### config.mk
export PLATFORM = sky130hd
export DESIGN_NAME = kst_ram
export DESIGN_NICKNAME = d
export VERILOG_FILES = /design/src/hdl/kst_ram.sv
export SDC_FILE = /design/constraint.sdc
export NUM_CORES = 1
export LEC_CHECK = 0
export ABC_AREA = 1
export BUFFER_PORTS_ARGS = -buffer_cell sky130_fd_sc_hd__buf_4
export CORE_MARGIN = 4
export CORE_UTILIZATION = 45
export DETAILED_ROUTE_END_ITERATION = 8
export SYNTH_ARGS = -nofsm -noshare
export SYNTH_HDL_FRONTEND = slang
export SYNTH_SLANG_ARGS = --single-unit
### constraint.sdc
create_clock -name clk -period 2.3 [get_ports clk]
set_clock_uncertainty 0.1 [all_clocks]
set_input_delay 0.115 -clock clk [delete_from_list [all_inputs] [get_ports clk]]
set_output_delay 0.115 -clock clk [all_outputs]
set_load 0.1 [all_outputs]
### src/hdl/kst_ram.sv
`default_nettype none
// ----------------------------------------------------------------------------
// kst_ram: generic single-write, single-read RAM
// One write port and one read port with registered read data.
// ----------------------------------------------------------------------------
module kst_ram #(
  parameter int WIDTH = 8,
  parameter int DEPTH = 16,
  parameter int ADDR_W = (DEPTH > 1) ? $clog2(DEPTH) : 1
) (
  input  wire logic              clk,
  input  wire logic              wr_en,
  input  wire logic [ADDR_W-1:0] wr_addr,
  input  wire logic [WIDTH-1:0]  wr_data,
  input  wire logic              rd_en,
  input  wire logic [ADDR_W-1:0] rd_addr,
  output logic      [WIDTH-1:0]  rd_data
);

  logic [WIDTH-1:0] mem [DEPTH];

  always_ff @(posedge clk) begin
    if (wr_en) begin
      mem[wr_addr] <= wr_data;
    end
  end

  always_ff @(posedge clk) begin
    if (rd_en) begin
      rd_data <= mem[rd_addr];
    end
  end

endmodule
`default_nettype wire

Word-level counts from Yosys, hierarchy flattened
Memories as Yosys holds them, arrays and structs flattened. A register that Yosys moved wholly into a read port is not among the register bits.
Cells that the tools add are included.
{"block": "word_totals", "ff_bits": 0, "latchBits": 0, "ramBits": 128, "romBits": 0, "input_bits": 19, "output_inout_bits": 8, "word_cells": 3, "n_memories": 1}
{"block": "classes", "add_sub_neg": 0, "mul": 0, "div_mod_pow": 0, "magnitude_cmp": 0, "eq_ne": 0, "shift": 0, "muxes": 2, "bitwise": 0, "n_reduce_logical": 0}
{"name": "mem", "words": 16, "word_bits": 8, "rd": 1, "rd_ports_with_merged_regs": 1, "write_ports": 1, "line_no": "20", "text": "logic [WIDTH-1:0] mem [DEPTH];"}
{"cell": "1-bit 2-to-1 mux", "n": 2}

Logic depth before layout (Yosys ltp)
Gate-level depths: netlist (run 1).
{"block": "logic_depth", "ltp_word": 2, "depth_mapped": 8, "depth_no_buf": 7}

Worst setup path before layout (run 1)
Ideal clock, no wire load.
{"block": "synth_timing", "path_kind": "in2reg", "from": "input port wr_addr[2]", "to": "memory mem[10][0] (enable)", "setup_time_ns": 0.370, "arrival_time_ns": 0.696, "required_ns": 1.830, "path_slack_ns": 1.134, "path_stages": 2, "path_cell_list": "nand3b_1 nor2_1"}
{"item": "start: declaration", "line_no": "13", "text": "input wire logic [ADDR_W-1:0] wr_addr,"}
{"item": "end: declaration", "line_no": "20"}
No word-level cell before the write port.

Worst setup path after layout (run 1)
{"block": "layout_timing", "from": "register rd_data[1] (read register of mem)", "to": "output port rd_data[1]"}
{"item": "start: declaration", "line_no": "17", "text": "output logic [WIDTH-1:0] rd_data"}
No word-level cell between the ends.

==> results of run 1 <==
-- power by group through the flow --
| stage | registers, mW | clock network, mW | logic, mW |
|---|---|---|---|
| final | 2.81 | 3.01 | 0.440 |
| after global routing | 2.81 | 3.17 | 0.484 |
| after CTS | 2.81 | 3.05 | 0.445 |
| after detailed placement | 2.86 | 0 | 0.430 |
| after global placement | 2.86 | 0 | 0.425 |
| after floorplan | 2.94 | 0 | 0.196 |
-- cell usage after synthesis --
| cell type | count | share of area |
|---|---|---|
| sky130_fd_sc_hd__buf_1 | 1 | 0.00064 |
| sky130_fd_sc_hd__buf_2 | 13 | 0.011 |
| sky130_fd_sc_hd__buf_4 | 4 | 0.0051 |
| sky130_fd_sc_hd__buf_6 | 6 | 0.012 |
| sky130_fd_sc_hd__edfxtp_1 | 136 | 0.70 |
| sky130_fd_sc_hd__inv_1 | 100 | 0.064 |
| sky130_fd_sc_hd__inv_2 | 2 | 0.0013 |
| sky130_fd_sc_hd__nand2_1 | 173 | 0.11 |
| sky130_fd_sc_hd__nand3_1 | 97 | 0.083 |
| sky130_fd_sc_hd__nand3b_1 | 2 | 0.0026 |
| sky130_fd_sc_hd__nor2_1 | 17 | 0.011 |
-- state kept, by name (all words and copies together) (netlist names) --
signal   flops
mem        128
rd_data      8
-- worst paths after layout --
path	from	endpoint	slack, ns	cells after the start
hold / removal	rd_addr[2]	rd_data[2]	0.11	4
setup / recovery	rd_data[1]	rd_data[1]	1.0	1
hold reg to reg	mem[12][2]	rd_data[2]	0.64	6
setup reg to reg	mem[0][2]	rd_data[2]	1.01	6
-- cell families (layout without fill, tap and decap cells) --
| family | after synthesis | after routing | synth area share |
|---|---|---|---|
| AND/OR/NAND/NOR | 289 | 289 | 0.208 |
| flip-flops | 136 | 136 | 0.698 |
| buffers and inverters | 126 | 181 | 0.0939 |
-- stage by stage --
step           hold slack [ns]  cells
2_1_floorplan            0.114    551
3_3_place_gp             0.335    736
3_5_place_dp             0.336    736
4_1_cts                 0.0864    778
5_1_grt                  0.107    778
6_report                 0.106    778
-- placed cells by master, fill, tap and decap left out --
cell type / count
sky130_fd_sc_hd__edfxtp_1: 136
sky130_fd_sc_hd__inv_1: 100
sky130_fd_sc_hd__nand2_1: 173
sky130_fd_sc_hd__bufinv_16: 6
sky130_fd_sc_hd__clkinvlp_4: 3
sky130_fd_sc_hd__clkbuf_16: 17
sky130_fd_sc_hd__clkinv_1: 1
sky130_fd_sc_hd__nor2_1: 17
sky130_fd_sc_hd__inv_2: 2
sky130_fd_sc_hd__clkinv_2: 5
sky130_fd_sc_hd__nand3b_1: 2
sky130_fd_sc_hd__buf_4: 37
sky130_fd_sc_hd__dlygate4sd3_1: 10
sky130_fd_sc_hd__nand3_1: 97
-- worst reg2reg max path, stage by stage, from the launching register on --
cell                       delay, ns
sky130_fd_sc_hd__edfxtp_1       0.38
sky130_fd_sc_hd__inv_1          0.07
sky130_fd_sc_hd__nand2_1        0.05
sky130_fd_sc_hd__nand3_1        0.09
sky130_fd_sc_hd__nand3_1        0.13
sky130_fd_sc_hd__nand3_1        0.17
sky130_fd_sc_hd__nand2_1        0.07
-- layout make-up --
| type | count | area, µm² | area share |
|---|---|---|---|
| Tap cell | 172 | 215 | 0.0311 |
| Multi-Input combinational cell | 289 | 1210 | 0.175 |
| Inverter | 102 | 383 | 0.0552 |
| Clock buffer | 17 | 425 | 0.0614 |
| Sequential cell | 136 | 4080 | 0.589 |
| Clock inverter | 15 | 231 | 0.0334 |
| Timing Repair Buffer | 47 | 378 | 0.0545 |
-- metal layers --
layer | vias up | wire length [µm] | track usage | share of wire
met5 | - | 0 | 0 | 0
met2 | 146 | 5930 | 0.290 | 0.45
met3 | 20 | 819 | 0.0552 | 0.063
met4 | 0 | 282 | 0.0756 | 0.022
met1 | 1775 | 6010 | 0.268 | 0.46
li1 | 1863 | - | - | -
-- repair_timing --
| item | 4_1_cts | 5_1_grt |
|---|---|---|
| endpoints found under the hold margin | 142 | 0 |
| hold buffers | 10 | 0 |
| endpoints found under the setup margin | 0 | 0 |
==> flow_metrics.py, run 1 <==
metrics = {
    "timing": {
        "worst-slew-pin-transition_ns": 0.871,
        "rsz_0062_raised_after_global_routing": "no",
        "setup_total_negative_slack_ns": 0,
        "slew_headroom": 0.417,
        "period_minus_slack_ns": 1.30,
        "final_count_of_pins_violating_max_slew": 0,
        "ratio_of_final_minimum_period_to_clock_period": 0.567,
        "setup_violations": 0,
        "setup_slack_ns": 0.997,
        "fmax_mhz": 767,
        "hold_viol": 0,
    },
    "clock_tree": {
        "h-tree-depth": 4,
        "postCtsSetupBuffers": 0,
        "cts-buffers-inserted": 17,
        "clk_pin_slew_worst_paths_ns": 0.06,
        "ctsResizeCount": 0,
        "cts_tree": "yes",
        "cts_num_sinks": 136,
        "buffers_from_clock_root_to_sink_at_most": 2,
        "root_buffer": "sky130_fd_sc_hd__clkbuf_16",
        "clock_insertion_delay_worst_skew_ns": 0.42,
    },
    "worst_hold_path": {
        "worst_hold_path_type": "in -> reg",
    },
    "power_and_ir_drop": {
        "cellInternalPower_mw": 4.92,
        "pwr-share-seq": 0.448,
        "worst_supply_voltage_drop_on_vdd_mv": 0.442,
        "share_comb_of_total_power": 0.070,
        "post-layout-total-power_mw": 6.26,
        "power_density_mw_per_mm2": 904,
        "switching_share": 0.214,
        "clock_power_share": 0.481,
        "netSwitchingPower_mw": 1.34,
        "power.static_leakage_nw": 2.97,
    },
    "critical_path": {
        "critical_path.slowest_cell": "sky130_fd_sc_hd__edfxtp_1",
        "cp_data_required_time_ns": 2.09,
        "critical_path_peak_fanout": 1,
        "cp.arrival_ns": 1.09,
        "timing_worst_setup_path_type": "reg -> out",
        "critical-path-max-stage-delay_ns": 0.36,
        "path_cells": "buf_4",
        "critical_path.endpoint_type": "output port",
        "setup.worst_path.start_class": "register",
        "timing.critical_path.max_delay_family": "flip-flops",
        "critical_path.n_buffers_inverters": 1,
    },
    "global_routing": {
        "grt_first_pass_wirelength_um": 20800,
        "grtUsageTotal": 0.193,
        "first_global_vias": 3742,
        "grt_start_max_net_pins": 65,
        "grt_antenna_before_repair": 0,
        "global_route.overflow_total": 0,
    },
    "die": {
        "floorplan.die.width_um": 122,
        "die_outline_area_mm2": 0.0149,
        "io-pin-count": 27,
        "floorplan.rows": 41,
        "design.core.area_mm2": 0.0127,
        "floorplan.die.height_um": 122,
        "initial_utilization": 0.461,
    },
    "layout": {
        "n_antenna_cell": 0,
        "syn_to_final_growth_pct": 18.5,
        "final_layout_size_suffix_gt1_frac": 0.116,
        "nFillCells": 1083,
        "fin_area_mm2": 0.00693,
        "design.final.nets": 612,
        "layout.core_utilization": 0.547,
    },
    "synthesis": {
        "yosys.cell_types.count": 11,
        "synthesis.area_mm2": 0.00585,
        "ys.warnings.count": 0,
        "synth.yosys.seq_area_share": 0.698,
        "number_of_nets_produced_by_synthesis": 570,
        "synth.avg_cell_area_um2": 10.6,
        "synth.ff_latch_count": 136,
        "postSynthCellCount": 551,
    },
    "placement": {
        "gp_congestion": 0.815,
        "count_of_buffers_inserted_at_the_top_level_ports": 26,
        "place.detailed.hpwl_um": 7630,
        "postPlaceCellArea_mm2": 0.00617,
        "worst_slack_at_placement_ns": 0.538,
    },
    "outcome": {
        "outcome": "finished clean",
    },
    "drt": {
        "drt_pass1_iterations": 4,
        "detailroute.via_count": 3804,
        "route.detailed.vias_per_inst": 4.89,
        "route.detailed.drc": 0,
        "drt-wirelength-per-cell_um": 16.8,
        "route.final.wire_length_um": 13000,
        "drt_first_iter_violations": 307,
        "ant_nets": 0,
    },
    "run": {
        "max_cap_viol_count": 0,
    },
}
Power figures use the tool's default switching activity.
==> run 2: changes to the inputs <==
--- a/config.mk
+++ b/config.mk
@@ -5,7 +5,7 @@
 export SDC_FILE = /design/constraint.sdc
 export NUM_CORES = 1
 export LEC_CHECK = 0
-export ABC_AREA = 1
+export ABC_AREA = 0
 export BUFFER_PORTS_ARGS = -buffer_cell sky130_fd_sc_hd__buf_4
 export CORE_MARGIN = 4
 export CORE_UTILIZATION = 45
==> constraint.sdc (replaced) <==
create_clock -name clk -period 1.1 [get_ports clk]
set_clock_uncertainty 0.1 [all_clocks]
set_input_delay 0.055 -clock clk [delete_from_list [all_inputs] [get_ports clk]]
set_output_delay 0.055 -clock clk [all_outputs]
set_load 0.1 [all_outputs]
==> flow_metrics.py, run 2 <==
metrics = {
    "drt": {
        "route.final.wire_length_um": 10000,
        "route.detailed.vias_per_inst": 5.38,
        "drt_first_iter_violations": 134,
        "drt-wirelength-per-cell_um": 21.5,
        "ant_nets": 0,
        "drt_pass1_iterations": 4,
        "detailroute.via_count": 2513,
        "route.detailed.drc": 0,
    },
    "layout": {
        "registers.top_by_ff_count": "mem",
        "n_antenna_cell": 0,
        "max_ffs_per_register": 128,
        "layout_commonest_cell": "sky130_fd_sc_hd__edfxtp_1",
        "reg_top3": "mem x128, rd_data x8",
        "post_layout_nonfiller_instances": 467,
        "design.final.nets": 330,
        "syn_to_final_growth_pct": 30.3,
        "top_library_cells_by_usage_in_the_layout_fill_and_taps_aside": "136 x sky130_fd_sc_hd__edfxtp_1, 37 x sky130_fd_sc_hd__buf_4, 32 x sky130_fd_sc_hd__mux4_2",
        "fin_area_mm2": 0.00681,
        "final_layout_size_suffix_gt1_frac": 0.444,
    },
    "power_and_ir_drop": {
        "cellInternalPower_mw": 9.99,
        "clock_power_share": 0.457,
        "pwr-share-seq": 0.469,
        "switching_share": 0.203,
        "power.static_leakage_nw": 2.29,
        "netSwitchingPower_mw": 2.55,
        "share_comb_of_total_power": 0.074,
        "power_density_mw_per_mm2": 1840,
        "post-layout-total-power_mw": 12.5,
        "worst_supply_voltage_drop_on_vdd_mv": 1.15,
    },
    "worst_hold_path": {
        "worst_hold_path_type": "in -> reg",
        "worst_hold_end": "rd_data[3]",
        "hold_depth": 4,
        "min_from": "rd_addr[1]",
    },
    "synthesis": {
        "yosys.cell_count.top_type": "sky130_fd_sc_hd__edfxtp_1",
        "synthesis.area_mm2": 0.00523,
        "synth.cells.most_frequent": "136 x sky130_fd_sc_hd__edfxtp_1, 18 x sky130_fd_sc_hd__mux4_2, 16 x sky130_fd_sc_hd__a22oi_1",
        "number_of_nets_produced_by_synthesis": 248,
        "ys.warnings.count": 0,
        "ys_dominant_reg_cell": "sky130_fd_sc_hd__edfxtp_1",
        "synth.yosys.seq_area_share": 0.781,
        "synth_async_sr_flop_share": 0,
        "synth.avg_cell_area_um2": 22.8,
        "yosysTopAreaCellShare": 0.781,
        "synth.ff_latch_count": 136,
        "postSynthCellCount": 229,
        "synth.largest_area_cell": "sky130_fd_sc_hd__edfxtp_1",
        "synth_area_leaders": "sky130_fd_sc_hd__edfxtp_1 78%, sky130_fd_sc_hd__mux4_2 7.8%, sky130_fd_sc_hd__mux4_1 7.0%, sky130_fd_sc_hd__a22oi_1 2.3%, sky130_fd_sc_hd__nor2_1 0.93%",
        "synth_enable_flop_cells": 136,
        "yosys.cell_types.count": 18,
    },
    "timing": {
        "setup_slack_ns": -0.411,
        "slew_headroom": 0.480,
        "rsz_0062_raised_after_global_routing": "yes",
        "fmax_mhz": 662,
        "setup_total_negative_slack_ns": -3.64,
        "final_count_of_pins_violating_max_slew": 0,
        "ratio_of_final_minimum_period_to_clock_period": 1.37,
        "worst-slew-pin-transition_ns": 0.779,
        "hold_viol": 0,
        "setup_violations": 16,
        "period_minus_slack_ns": 1.51,
    },
    "placement": {
        "gp_congestion": 0.744,
        "worst_slack_at_placement_ns": -0.661,
        "placed_cells_incl_taps": 426,
        "postPlaceCellArea_mm2": 0.00606,
        "place.detailed.hpwl_um": 6780,
        "count_of_buffers_inserted_at_the_top_level_ports": 26,
    },
    "global_routing": {
        "grt_first_pass_wirelength_um": 16000,
        "global_route.overflow_total": 0,
        "grt_antenna_before_repair": 0,
        "grt_start_max_net_pins": 17,
        "first_global_vias": 2706,
        "grtUsageTotal": 0.171,
    },
    "critical_path": {
        "worst_r2r_path_depth": 3,
        "worstReg2RegEnd": "rd_data[5]",
        "r2r_setup_slack_ns": -0.41,
        "crit-reg2reg-launch": "mem[2][5]",
        "cp.arrival_ns": 1.57,
        "cp_data_required_time_ns": 1.16,
        "setup.worst_path.start_class": "register",
        "critical_path_peak_fanout": 1,
        "critical_path.endpoint_type": "register",
        "timing_worst_setup_path_type": "reg -> reg",
    },
    "die": {
        "floorplan.rows": 39,
        "floorplan.die.height_um": 116,
        "initial_utilization": 0.458,
        "io-pin-count": 27,
        "die_outline_area_mm2": 0.0134,
        "design.core.area_mm2": 0.0114,
        "floorplan.die.width_um": 116,
    },
    "clock_tree": {
        "postCtsSetupBuffers": 0,
        "clock_insertion_delay_worst_skew_ns": 0.40,
        "cts_tree": "yes",
        "root_buffer": "sky130_fd_sc_hd__clkbuf_16",
        "h-tree-depth": 4,
        "buffers_from_clock_root_to_sink_at_most": 2,
        "cts_num_sinks": 136,
        "cts-buffers-inserted": 17,
        "clk_pin_slew_worst_paths_ns": 0.05,
    },
    "outcome": {
        "failed_checks": "negative setup slack",
        "outcome": "finished with violations",
    },
    "run": {
        "max_cap_viol_count": 0,
    },
}
run 2: cell families after synthesis:
group,Yosys count,share of synthesized area
AO/OA/AOI/OAI,16,0.0230
buffers and inverters,10,0.0165
flip-flops,136,0.781
multiplexers,32,0.148
AND/OR/NAND/NOR,35,0.0314
run 2: metal layers:
metal	vias up	global-route usage	routed length (µm)
met4	0	0.0688	180
met5	-	0	0
li1	1137	-	-
met2	72	0.276	5250
met1	1288	0.222	4050
met3	16	0.0449	554
run 2: power by group through the flow:
stage / clock network, mW / registers (mW) / logic (mW)
after global placement: 0 / 5.98 / 0.879
after global routing: 6.07 / 5.89 / 0.990
after detailed placement: 0 / 5.99 / 0.889
after CTS: 5.83 / 5.89 / 0.937
after floorplan: 0 / 6.15 / 0.337
final: 5.73 / 5.88 / 0.924
run 2: worst max path at each step:
| stage | cells after the start | startpoint | to | slack, ns |
|---|---|---|---|---|
| final | 3 | mem[2][5] | rd_data[5] | -0.41 |
| after global routing | 3 | mem[2][5] | rd_data[5] | -0.47 |
| after CTS | 3 | mem[2][5] | rd_data[5] | -0.43 |
| after detailed placement | 5 | rd_addr[0] | rd_data[5] | -0.66 |
| after floorplan | 3 | mem[3][0] | rd_data[0] | -0.27 |
| after global placement | 5 | rd_addr[0] | rd_data[3] | -0.66 |
run 2: final cells by class:
class / count / area, µm²
fill: 823 / 4600
sequential: 136 / 4080
multi-input combinational: 83 / 1100
timing repair buffer: 73 / 838
clock buffer: 17 / 425
clock inverter: 15 / 184
tap: 143 / 179
run 2: worst max-delay path, cell delays in order (launching register included):
cell and delay (ns):
sky130_fd_sc_hd__edfxtp_1 0.39, sky130_fd_sc_hd__mux4_2 0.49, sky130_fd_sc_hd__a22oi_2 0.21, sky130_fd_sc_hd__nand2_1 0.07
run 2: what timing repair did:
action,CTS,global route
resized for setup,10,2
hold buffers,9,0
endpoints found under the setup margin,16,16
endpoints found under the hold margin,136,0
run 2: through the flow:
stage / utilization / hold WS (ns)
after floorplan: - / 0.0539
after CTS: 0.596 / 0.110
after detailed placement: 0.531 / 0.275
final: 0.597 / 0.105
after global placement: 0.531 / 0.273
after global routing: 0.597 / 0.121
