## src/hdl/kst_pkg.sv

```systemverilog
`default_nettype none
// ----------------------------------------------------------------------------
// kst_pkg: shared types and constants of the keyed sum table
// Sizes, request codes, sequencer states, RAM request and result records,
// and key trimming.
// ----------------------------------------------------------------------------
package kst_pkg;

  localparam int ENTRIES   = 64;
  localparam int IDX_W     = (ENTRIES > 1) ? $clog2(ENTRIES) : 1;
  localparam int CNT_W     = $clog2(ENTRIES + 1);
  localparam int KEY_BYTES = 19;
  localparam int KEY_W     = 8 * KEY_BYTES;
  localparam int TOTAL_W   = 32;
  localparam int ENTRY_W   = KEY_W + TOTAL_W;

  localparam logic REQ_ADD   = 1'b0;
  localparam logic REQ_QUERY = 1'b1;

  localparam logic signed [TOTAL_W-1:0] TOTAL_MAX = {1'b0, {(TOTAL_W-1){1'b1}}};
  localparam logic signed [TOTAL_W-1:0] TOTAL_MIN = {1'b1, {(TOTAL_W-1){1'b0}}};

  typedef enum logic [1:0] {
    S_IDLE,
    S_SCAN,
    S_UPDATE,
    S_OUT
  } kst_state_t;

  typedef struct packed {
    logic               rd_en;
    logic [IDX_W-1:0]   rd_addr;
    logic               wr_en;
    logic [IDX_W-1:0]   wr_addr;
    logic [ENTRY_W-1:0] wr_data;
  } kst_ram_req_t;

  typedef struct packed {
    logic signed [TOTAL_W-1:0] total;
    logic                      found;
    logic                      inserted_new;
    logic                      dropped;
    logic                      saturated;
  } kst_result_t;

  // Clear every byte after the first zero byte.
  function automatic logic [KEY_W-1:0] trim_key(input logic [KEY_W-1:0] k);
    logic             alive;
    logic [KEY_W-1:0] r;
    alive = 1'b1;
    r     = '0;
    for (int b = 0; b < KEY_BYTES; b++) begin
      if (k[8*b +: 8] == 8'h00) begin
        alive = 1'b0;
      end
      r[8*b +: 8] = alive ? k[8*b +: 8] : 8'h00;
    end
    return r;
  endfunction

endpackage
`default_nettype wire

```

## src/hdl/kst_ctrl.sv

```systemverilog
`default_nettype none
// ----------------------------------------------------------------------------
// kst_ctrl: scan sequencer and update unit of the keyed sum table
// Walks stored keys one per cycle through the RAM read port, compares each
// with the request key, then accumulates, inserts, drops or answers.
// ----------------------------------------------------------------------------
module kst_ctrl (
  input  wire logic                         clk,
  input  wire logic                         rst,
  input  wire logic                         in_valid,
  output logic                              in_stall,
  input  wire logic                         req_type,
  input  wire logic [kst_pkg::KEY_W-1:0]    key,
  input  wire logic signed [31:0]           amount,
  output kst_pkg::kst_ram_req_t             ram_req,
  input  wire logic [kst_pkg::ENTRY_W-1:0]  ram_rd_data,
  output logic                              res_valid,
  output kst_pkg::kst_result_t              res,
  input  wire logic                         res_take
);
  import kst_pkg::*;

  kst_state_t state, state_next;

  logic [KEY_W-1:0]          key_r;
  logic signed [TOTAL_W-1:0] amount_r;
  logic                      is_query;
  logic [CNT_W-1:0]          used;
  logic [CNT_W-1:0]          scan_idx;
  logic                      cmp_valid;
  logic [IDX_W-1:0]          cmp_idx;
  logic                      hit_found;
  logic [IDX_W-1:0]          hit_idx;
  logic signed [TOTAL_W-1:0] hit_total;
  kst_result_t               res_next;

  logic                      accept;
  logic                      match;
  logic                      last;
  logic                      has_room;
  logic signed [TOTAL_W:0]   sum_wide;
  logic signed [TOTAL_W-1:0] sum_sat;
  logic                      sum_ovf;
  logic                      do_insert;

  assign accept   = in_valid && !in_stall;
  assign match    = cmp_valid && (ram_rd_data[ENTRY_W-1 -: KEY_W] == key_r);
  assign last     = cmp_valid && ((CNT_W'(cmp_idx) + CNT_W'(1)) == used);
  assign has_room = used < CNT_W'(ENTRIES);

  // Saturating accumulate.
  always_comb begin
    sum_wide = {hit_total[TOTAL_W-1], hit_total} + {amount_r[TOTAL_W-1], amount_r};
    sum_ovf  = sum_wide[TOTAL_W] != sum_wide[TOTAL_W-1];
    if (!sum_ovf) begin
      sum_sat = sum_wide[TOTAL_W-1:0];
    end else if (sum_wide[TOTAL_W]) begin
      sum_sat = TOTAL_MIN;
    end else begin
      sum_sat = TOTAL_MAX;
    end
  end

  assign do_insert = !is_query && !hit_found && has_room;

  always_comb begin
    res_next = '0;
    if (is_query) begin
      res_next.found = hit_found;
      res_next.total = hit_found ? hit_total : '0;
    end else if (hit_found) begin
      res_next.found     = 1'b1;
      res_next.total     = sum_sat;
      res_next.saturated = sum_ovf;
    end else if (has_room) begin
      res_next.total        = amount_r;
      res_next.inserted_new = 1'b1;
    end else begin
      res_next.dropped = 1'b1;
    end
  end

  always_comb begin
    state_next = state;
    unique case (state)
      S_IDLE: begin
        if (in_valid) begin
          state_next = (used == '0) ? S_UPDATE : S_SCAN;
        end
      end
      S_SCAN: begin
        if (match || last) begin
          state_next = S_UPDATE;
        end
      end
      S_UPDATE: state_next = S_OUT;
      S_OUT: begin
        if (res_take) begin
          state_next = S_IDLE;
        end
      end
      default: state_next = S_IDLE;
    endcase
  end

  always_comb begin
    in_stall        = state != S_IDLE;
    res_valid       = state == S_OUT;
    ram_req.rd_en   = (state == S_SCAN) && (scan_idx < used);
    ram_req.rd_addr = IDX_W'(scan_idx);
    ram_req.wr_en   = (state == S_UPDATE) && !is_query && (hit_found || has_room);
    ram_req.wr_addr = hit_found ? hit_idx : IDX_W'(used);
    ram_req.wr_data = {key_r, hit_found ? sum_sat : amount_r};
  end

  always_ff @(posedge clk) begin
    if (rst) begin
      state <= S_IDLE;
      used  <= '0;
    end else begin
      state <= state_next;
      if (state == S_UPDATE && do_insert) begin
        used <= used + CNT_W'(1);
      end
    end
  end

  always_ff @(posedge clk) begin
    if (accept) begin
      key_r     <= key;
      amount_r  <= amount;
      is_query  <= req_type == REQ_QUERY;
      scan_idx  <= '0;
      cmp_valid <= 1'b0;
      hit_found <= 1'b0;
    end else if (state == S_SCAN) begin
      cmp_valid <= ram_req.rd_en;
      cmp_idx   <= IDX_W'(scan_idx);
      if (ram_req.rd_en) begin
        scan_idx <= scan_idx + CNT_W'(1);
      end
      if (match) begin
        hit_found <= 1'b1;
        hit_idx   <= cmp_idx;
        hit_total <= ram_rd_data[TOTAL_W-1:0];
      end
    end
    if (state == S_UPDATE) begin
      res <= res_next;
    end
  end

  a_used_bound: assert property (@(posedge clk) disable iff (rst)
    used <= CNT_W'(ENTRIES))
    else $error("fill count beyond table size");

  a_used_grows_on_write: assert property (@(posedge clk) disable iff (rst)
    (!$past(rst) && used != $past(used)) |-> ($past(state) == S_UPDATE && $past(ram_req.wr_en)))
    else $error("fill count changed without an insert");

  a_write_in_update: assert property (@(posedge clk) disable iff (rst)
    ram_req.wr_en |-> (state == S_UPDATE))
    else $error("table write outside update");

  a_hit_below_used: assert property (@(posedge clk) disable iff (rst)
    (state == S_UPDATE && hit_found) |-> (CNT_W'(hit_idx) < used))
    else $error("hit index beyond filled entries");

endmodule
`default_nettype wire

```

## config.mk

```make
export PLATFORM = sky130hd
export DESIGN_NAME = kst_ctrl
export DESIGN_NICKNAME = d
export VERILOG_FILES = /design/src/hdl/kst_pkg.sv /design/src/hdl/kst_ctrl.sv
export SDC_FILE = /design/constraint.sdc
export NUM_CORES = 1
export LEC_CHECK = 0
export ABC_AREA = 0
export BUFFER_PORTS_ARGS = -buffer_cell sky130_fd_sc_hd__buf_2
export CAP_MARGIN = 10
export CORE_AREA = 2 2 234 236
export CTS_CLUSTER_SIZE = 28
export DETAILED_ROUTE_END_ITERATION = 8
export DIE_AREA = 0 0 236 238
export GPL_ROUTABILITY_DRIVEN = 1
export PLACE_DENSITY = 0.54
export SETUP_SLACK_MARGIN = 0.3
export SKIP_CTS_REPAIR_TIMING = 1
export SLEW_MARGIN = 0
export SYNTH_ARGS = -nofsm -noshare
export SYNTH_HDL_FRONTEND = slang
export SYNTH_SLANG_ARGS = --single-unit
```

## constraint.sdc

```tcl
create_clock -name clk -period 4.2 [get_ports clk]
set_input_delay 0 -clock clk [delete_from_list [all_inputs] [get_ports clk]]
set_output_delay 0 -clock clk [all_outputs]
set_load 0.02 [all_outputs]
```

=== After elaboration in Yosys (flattened, before gate mapping) ===
Index checks and enable logic that the tools add are counted.
W data, S select, Z words.

* Reductions and logical operators: 24
* $lt $le $gt $ge: 2
* Add/subtract/negate cells: 4
* Bitwise operators: 2
* Muxes and demuxes: 16
* Equality and inequality tests: 9

{| class="wikitable"
|+ Operators by type and width
! kind !! number
|-
| $mux W32 || 6
|-
| $eq A152 B152 Y1 || 1
|-
| $add A32 B32 Y33 || 1
|-
| $mux W33 || 1
|-
| $add A7 B1 Y7 const B || 2
|-
| $logic_and A1 B1 Y1 || 9
|-
| $mux W2 || 4
|-
| $pmux W2 S4 || 1
|-
| $add A6 B1 Y7 const B || 1
|-
| $eq A7 B7 Y1 || 1
|-
| $logic_not A7 Y1 || 1
|-
| $lt A7 B7 Y1 || 1
|-
| $lt A7 B7 Y1 const B || 1
|-
| $mux W6 || 1
|-
| $reduce_and A2 Y1 || 3
|-
| $reduce_and A3 Y1 || 2
|-
| $eq A2 B2 Y1 const B || 2
|-
| $ne A2 B2 Y1 const B || 2
|-
| $reduce_or A2 Y1 || 2
|-
| $logic_not A1 Y1 || 3
|-
| $mux W1 || 3
|-
| $eq A2 B1 Y1 const B || 1
|-
| $logic_not A2 Y1 || 1
|-
| $logic_or A1 B1 Y1 || 2
|-
| 4 further kinds || 5
|}

* Register bits after elaboration: 283
* Logic and storage cells: 73
* Output and inout bits: 236

=== Depth between registers and ports, before layout ===
Gate-level depths: netlist of the first run.

* Depth in word-level cells: 6
* Depth in mapped cells: 15
* Mapped depth without buffers: 12

=== Least setup slack after synthesis of the first run ===
No wires, ideal clock.

* Kind: flip-flop to flip-flop
* Start point: reg key_r[129]
* End point: reg hit_idx[0] (enable)
* Library setup time: 0.433 ns
* Data arrival time: 3.436 ns
* Period minus slack after synthesis: 3.869 ns
* Cell stages (with the launch flop): 8
* Required time: 3.767 ns
* Slack: 0.331 ns
* Path through: edfxtp_1 > nor2b_1 > a2111o_1 > nor4_1 > nand4_1 > nor4_1 > nand4_1 > nor2_1

* Longest elaborated chain between the ends: 3

{| class="wikitable"
|+ RTL lines
! element !! RTL line !! text
|-
| start: declaration || kst_ctrl.sv:25 || <nowiki>logic [KEY_W-1:0] key_r;</nowiki>
|-
| start signal: assignment || kst_ctrl.sv:130 || <nowiki>key_r <= key;</nowiki>
|-
| $eq A152 B152 Y1 || kst_ctrl.sv:47 || <nowiki>assign match = cmp_valid && (ram_rd_data[ENTRY_W-1 -: KEY_W] == key_r);</nowiki>
|-
| $logic_and A1 B1 Y1 || kst_ctrl.sv:47 ||
|-
| $reduce_and A3 Y1 (no line) || n/a ||
|-
| end signal: assignment || kst_ctrl.sv:144 || <nowiki>hit_idx <= cmp_idx;</nowiki>
|-
| end: declaration || kst_ctrl.sv:33 || <nowiki>logic [IDX_W-1:0] hit_idx;</nowiki>
|}

No other way between the ends.
A chain may end at the register's enable or synchronous reset.

==> summary.txt, run 1 <==
headroom to the max-slew limit -> 0.227
drt pass-1 iters -> 5
RSZ-0062 raised after global routing -> false
Worst EP required -> 4200 ps
CP Max Fanout -> 7
Post-Syn Area -> 0.0144 mm²
wire per inst -> 26.2 µm
CORE AREA -> 0.0535 mm²
Worst-path clk slew -> 70 ps
worst path arrival time -> 3790 ps
DRC Markers -> 0
max-slew violations -> 0
Synth Flop Type -> edfxtp_1
Fmax -> 264 MHz
routing usage on met1 -> 0.271
CP Capture Type -> output pin
IO buf count -> 608
P_int -> 7.33 mW
IO Count -> 609
Fillers -> 5,272
FF-to-FF setup slack -> 760 ps
GR Util All Layers -> 0.246
clock sink count -> 283
number of global-route vias before repair -> 13,000
Post-synth ARST share -> 0
clock power share -> 0.266
layout cells sized above 1 -> 0.358
Syn Nets -> 1,634
Critical R2R Capture -> hit_total[5]$_DFFE_PP_
hold path start -> in_valid
GPL Wtd Cong -> 0.981
status -> finished, final reports clean
Leak Pwr -> 9.14 nW
Period minus WS final -> 3790 ps
Netlist cell types -> 72
Combinational Power Share -> 0.363
CP delay by family, top -> compound AO/OA/AOI/OAI gates
area of the multi-input gates -> 0.00579 mm²
Hold Crit Class -> in -> reg
crit start category -> flop
Hold EP -> hit_found$_SDFFE_PP0P_
H-tree Lvls -> 2
cells after synthesis -> 1,213
Clock Tree Root -> clkbuf_16
# Max-Cap Violations -> 0
initial antenna violation count -> 38
worst-skew pair later-pin latency -> 560 ps
final wirelength -> 73,400 µm
met2 usage -> 0.462
cell chain of the critical path -> ha_1, a21o_1, a221oi_2, o211a_4, o21ai_4, a31o_4, buf_4, a22o_4, or3_1, mux2_2, buf_2
largest net degree at the start of global routing -> 87
slowest stage delay, CP -> 430 ps
worst hold stages -> 4
Layout area overhead -> 52.9%
Congestion Overflow GR -> 0
Seq pwr share -> 0.371
CTS tree -> built
Post-synth EDFFs -> 265
Net Sw Frac -> 0.388
total power -> 12.0 mW
Worst-Margin Slew -> 1150 ps
Iter 0 DRT Violations -> 942
Die Ht -> 238 µm
final setup fails -> 0
leading post-synthesis cells by cell area -> edfxtp_1 (55%), xnor2_1 (4.9%), ha_1 (4.1%)
met3 usage -> 0.0657
vias per cell -> 4.94
FF+latch count, synth -> 283
worst r2r path cells -> 8
share of the synthesized area in the top cell type -> 0.552
first-pass GRT wire length -> 98,400 µm
Tcrit/Tclk final -> 0.903
Die Wd -> 236 µm
sequential area share after synthesis -> 0.577
Net Sw Power -> 4.66 mW
DR vias -> 13,800
PwrDens -> 544 mW/mm²
WHS -> 64.8 ps
hpwl dp -> 59,800 µm
nets -> 2,485
VDD IR max -> 383 µV
full die area -> 0.0562 mm²
CTS max path bufs -> 3
Initial Util -> 0.269
type of the worst setup path -> reg -> out
# rows -> 85
Storage cell area -> 0.00832 mm²
Yosys top cell by area -> edfxtp_1
CTS buffer count -> 36
Worst Clk Skew -> 25.9 ps
YS warnings -> 0
Worst R2R Start -> key_r[129]$_DFFE_PP_
worst path bufs/invs -> 2
slowest cell on the critical path -> edfxtp_1
Mean Syn Cell Area -> 11.9 µm²
Antenna Nets Post-Route -> 0
Hold Fails Final Rpt -> 0
most crowded layer after global routing -> met2
[cells in the final DEF (no fill, tap or decap), drive strengths merged, types with 5 or more instances in the layout]
cell         Yosys  final
a21o            17     17
a21oi           91     91
a221o            5      5
a221oi          15     15
a31oi           14     14
a32oi           22     22
and2             7      7
and3            13     13
and4             6      6
buf             17    640
clkbuf          28     44
clkinv           0     10
dfxtp           18     18
diode            0     18
dlygate4sd3      0    218
edfxtp         265    265
ha              47     47
inv             81     84
mux2             6      6
nand2           57     57
nand2b          24     24
nand3           15     15
nand4           31     31
nor2            64     64
nor2b           16     16
nor3            12     12
nor4            18     18
o2111ai          9      9
o211ai           7      7
o21ai           75     75
o21bai           9      9
o22ai           19     19
o32ai            9      9
xnor2           81     81
xor2            60     60
[through the flow]
step / instance area, µm² / setup TNS (ps) / setup slack [ps] / utilization / std cells
finish: 22000 / 0 / 408 / 0.412 / 2805
floorplan: 14400 / 0 / 331 / - / 1213
global placement: 18300 / 0 / 395 / 0.342 / 2494
detailed placement: 18300 / 0 / 278 / 0.342 / 2494
CTS: 19500 / -3840 / -322 / 0.364 / 2559
global route: 22000 / 0 / 288 / 0.411 / 2801
[final cells by class]
| cell class | instances | area share |
|---|---|---|
| clock buffers | 44 | 0.0432 |
| inverters | 81 | 0.0141 |
| multi-input cells | 804 | 0.263 |
| flip-flops and latches | 283 | 0.378 |
| repair buffers | 858 | 0.250 |
| well taps | 696 | 0.0395 |
| clock inverters | 21 | 0.0103 |
| diodes | 18 | 0.00205 |
[worst max-delay path by stage]
stage                                 startpoint                   end  slack, ps  cells after the start
after floorplan             key_r[129]$_DFFE_PP_  hit_idx[0]$_DFFE_PP_        330                      7
after global placement     amount_r[0]$_DFFE_PP_            ram_req[5]        390                     14
after detailed placement   amount_r[0]$_DFFE_PP_           ram_req[28]        280                     14
after CTS                  amount_r[0]$_DFFE_PP_           ram_req[28]       -320                     14
after global routing       amount_r[3]$_DFFE_PP_            ram_req[4]        290                     12
final                     amount_r[14]$_DFFE_PP_            ram_req[4]        410                     11
[power by group through the flow]
stage | Sequential, mW | Combinational (mW) | Clock [mW]
final | 4.45 | 4.35 | 3.19
after global routing | 4.49 | 4.64 | 3.36
after CTS | 4.45 | 4.07 | 3.26
after detailed placement | 4.50 | 4.05 | 0
after global placement | 4.50 | 4.04 | 0
after floorplan | 4.87 | 1.86 | 0
[state kept, by name, summed over array words and instances, names as in the netlist]
signal and cells:
key_r 152, res 36, amount_r 32, hit_total 32
scan_idx 7, used 7, cmp_idx 6, hit_idx 6
state 2, cmp_valid 1, hit_found 1, is_query 1
[worst min-delay path, stage by stage]
cell and delay (ps):
buf_2 90, nand2_1 170, nand2_1 220, o22ai_1 80
[Yosys cell counts, types with 5 or more instances]
cell	count
nor3_1	12
a32oi_1	22
nand2b_1	24
xor2_1	60
clkbuf_1	28
and3_1	13
o211ai_1	7
nor4_1	18
nand4_1	30
mux2_2	6
nor2b_1	16
o22ai_1	19
and4_1	6
dfxtp_1	18
and2_1	7
buf_2	5
ha_1	47
nand3_1	15
o21bai_1	9
a221o_1	5
a221oi_1	13
o21ai_0	64
nor2_1	63
a31oi_1	14
o32ai_1	9
nand2_1	57
xnor2_1	81
a21oi_1	88
o2111ai_1	9
buf_4	6
o21ai_1	9
inv_1	80
a21o_1	17
edfxtp_1	265
[cell families (layout without fill, tap and decap cells)]
| family | Yosys count | in the layout | share of synthesized area |
|---|---|---|---|
| flip-flops | 283 | 283 | 0.577 |
| buffers and inverters | 126 | 1004 | 0.0364 |
| XOR/XNOR | 141 | 141 | 0.0857 |
| multiplexers | 6 | 6 | 0.00469 |
| AND/OR/NAND/NOR | 272 | 272 | 0.0978 |
| other | 0 | 18 | 0 |
| AO/OA/AOI/OAI | 336 | 336 | 0.155 |
| adder cells (fa/ha/maj) | 49 | 49 | 0.0429 |
[per-layer routing]
layer	part of all wire	wire (µm)
met2	0.52	38400
met5	0.0016	115
met1	0.37	27400
met3	0.063	4630
met4	0.039	2880
Power figures use the tool's default switching activity.
==> inputs of run 2 (changes only) <==
--- a/config.mk
+++ b/config.mk
@@ -13,6 +13,7 @@
 export DETAILED_ROUTE_END_ITERATION = 8
 export DIE_AREA = 0 0 236 238
 export GPL_ROUTABILITY_DRIVEN = 1
+export MAX_ROUTING_LAYER = met4
 export PLACE_DENSITY = 0.54
 export SETUP_SLACK_MARGIN = 0.3
 export SKIP_CTS_REPAIR_TIMING = 1
==> summary.txt, run 2 (synthesis results as in run 1) <==
status -> finished, final reports clean (unchanged)
Place WS -> 291 ps (was 278 ps)
nets -> 2,491 (was 2,485)
DR vias -> 13,900 (was 13,800)
Fillers -> 5,265 (was 5,272)
CTS tree -> built (unchanged)
Net Sw Power -> 4.64 mW (was 4.66 mW)
total power -> 11.9 mW (was 12.0 mW)
Critical R2R Capture -> hit_total[19]$_DFFE_PP_ (was hit_total[5]$_DFFE_PP_)
fin util -> 0.413 (was 0.412)
CP Max Fanout -> 12 (was 7)
FF-to-FF setup slack -> 690 ps (was 760 ps)
largest net degree at the start of global routing -> 88 (was 87)
# rows -> 85 (unchanged)
Critical Path Start -> amount_r[0]$_DFFE_PP_ (was amount_r[14]$_DFFE_PP_)
worst r2r path cells -> 8 (unchanged)
Layout area overhead -> 53.4% (was 52.9%)
Period minus WS final -> 3790 ps (about the same)
worst-skew pair later-pin latency -> 560 ps (about the same)
Initial Util -> 0.269 (unchanged)
final wirelength -> 73,700 µm (was 73,400 µm)
layout cells sized above 1 -> 0.361 (was 0.358)
CTS max path bufs -> 3 (unchanged)
Worst R2R Start -> key_r[129]$_DFFE_PP_ (unchanged)
Hold Fails Final Rpt -> 0 (unchanged)
biggest regs -> key_r: 152 flops, res: 36 flops (unchanged)
Clock Tree Root -> clkbuf_16 (unchanged)
Combinational Power Share -> 0.369 (was 0.363)
Seq pwr share -> 0.371 (about the same)
VDD IR max -> 395 µV (was 383 µV)
Worst EP required -> 4200 ps (about the same)
initial antenna violation count -> 41 (was 38)
Leak Pwr -> 9.16 nW (was 9.14 nW)
P_int -> 7.30 mW (was 7.33 mW)
Worst-Margin Slew -> 975 ps (was 1150 ps)
Worst Clk Skew -> 32.8 ps (was 25.9 ps)
CTS buffer count -> 36 (unchanged)
final setup fails -> 0 (unchanged)
wire per inst -> 26.1 µm (was 26.2 µm)
type of the worst setup path -> reg -> out (unchanged)
GPL Wtd Cong -> 0.982 (was 0.981)
Hold Crit Class -> in -> reg (unchanged)
design area -> 0.0221 mm² (was 0.0220 mm²)
max-slew violations -> 0 (unchanged)
Tcrit/Tclk final -> 0.902 (was 0.903)
Die Wd -> 236 µm (unchanged)
Worst-path clk slew -> 60 ps (was 70 ps)
WHS -> 44.7 ps (was 64.8 ps)
RSZ-0062 raised after global routing -> true (was false)
drt pass-1 iters -> 5 (unchanged)
most common cell after layout, fill and taps aside -> buf_2 (unchanged)
hpwl dp -> 60,300 µm (was 59,800 µm)
crit start category -> flop (unchanged)
GR Util All Layers -> 0.256 (was 0.246)
Iter 0 DRT Violations -> 843 (was 942)
Top reg by flops -> key_r (unchanged)
headroom to the max-slew limit -> 0.348 (was 0.227)
clock sink count -> 283 (unchanged)
PwrDens -> 540 mW/mm² (was 544 mW/mm²)
IO Count -> 609 (unchanged)
Congestion Overflow GR -> 0 (unchanged)
end of the critical path -> ram_req[24] (was ram_req[4])
CP Capture Type -> output pin (unchanged)
final worst slack -> 411 ps (was 408 ps)
# Max-Cap Violations -> 0 (unchanged)
Cell Area, Placed -> 0.0184 mm² (was 0.0183 mm²)
vias per cell -> 4.92 (was 4.94)
H-tree Lvls -> 2 (unchanged)
DRC Markers -> 0 (unchanged)
Largest register FFs -> 152 (unchanged)
CORE AREA -> 0.0535 mm² (unchanged)
Die Ht -> 238 µm (unchanged)
full die area -> 0.0562 mm² (unchanged)
commonest non-fill, non-tap cells in the layout -> buf_2 (607), edfxtp_1 (265), dlygate4sd3_1 (218) (was buf_2 (608), edfxtp_1 (265), dlygate4sd3_1 (218))
worst path arrival time -> 3790 ps (about the same)
clock power share -> 0.260 (was 0.266)
first-pass GRT wire length -> 98,300 µm (was 98,400 µm)
Fmax -> 264 MHz (about the same)
IO buf count -> 608 (unchanged)
Net Sw Frac -> 0.389 (was 0.388)
Antenna Nets Post-Route -> 0 (unchanged)
number of global-route vias before repair -> 13,100 (was 13,000)
-- run 2: area by class of cell --
cell class	count	area, µm²	area share
sequential	283	8320	0.376
multi-input combinational	804	5820	0.263
clock buffer	45	966	0.0437
timing repair buffer	864	5550	0.251
tap	696	871	0.0394
inverter	81	312	0.0141
antenna	33	82.6	0.00374
clock inverter	20	185	0.00838
-- run 2: metal layers --
metal / track usage / part of all wire / up-vias
met3: 0.0634 / 0.059 / 123
met2: 0.465 / 0.53 / 571
li1: - / - / 6366
met5: - / 0 / -
met4: 0.0764 / 0.035 / 0
met1: 0.274 / 0.38 / 6838
-- run 2: critical path: stages, from the launching register on --
cell	delay [ps]
edfxtp_1	390
ha_2	210
inv_1	60
fa_2	340
nand2b_4	170
a21oi_4	190
o21ai_2	90
o211a_4	270
o21ai_4	190
a31o_4	200
buf_12	130
mux2_4	340
and3_4	190
mux2_2	290
buf_4	170
-- run 2: worst min-delay path by stage --
stage,cells after the start,to,startpoint
after floorplan,0,amount_r[0]$_DFFE_PP_,amount[0]
after global placement,1,key_r[14]$_DFFE_PP_,key[14]
after detailed placement,1,key_r[11]$_DFFE_PP_,key[11]
after CTS,1,key_r[36]$_DFFE_PP_,key[36]
after global routing,4,hit_found$_SDFFE_PP0P_,in_valid
final,4,hit_found$_SDFFE_PP0P_,in_valid
-- run 2: metrics by stage --
step | std cells | TNS, ps
6_report | 2826 | 0
5_1_grt | 2818 | 0
4_1_cts | 2564 | -4500
3_5_place_dp | 2499 | 0
3_3_place_gp | 2499 | 0
2_1_floorplan | 1213 | 0
-- run 2: power groups by stage --
| stage | registers, mW | clock network, mW | logic, mW |
|---|---|---|---|
| final | 4.43 | 3.10 | 4.40 |
| after global routing | 4.48 | 3.26 | 4.73 |
| after CTS | 4.44 | 3.17 | 4.11 |
| after detailed placement | 4.49 | 0 | 4.09 |
| after global placement | 4.48 | 0 | 4.10 |
| after floorplan | 4.87 | 0 | 1.86 |
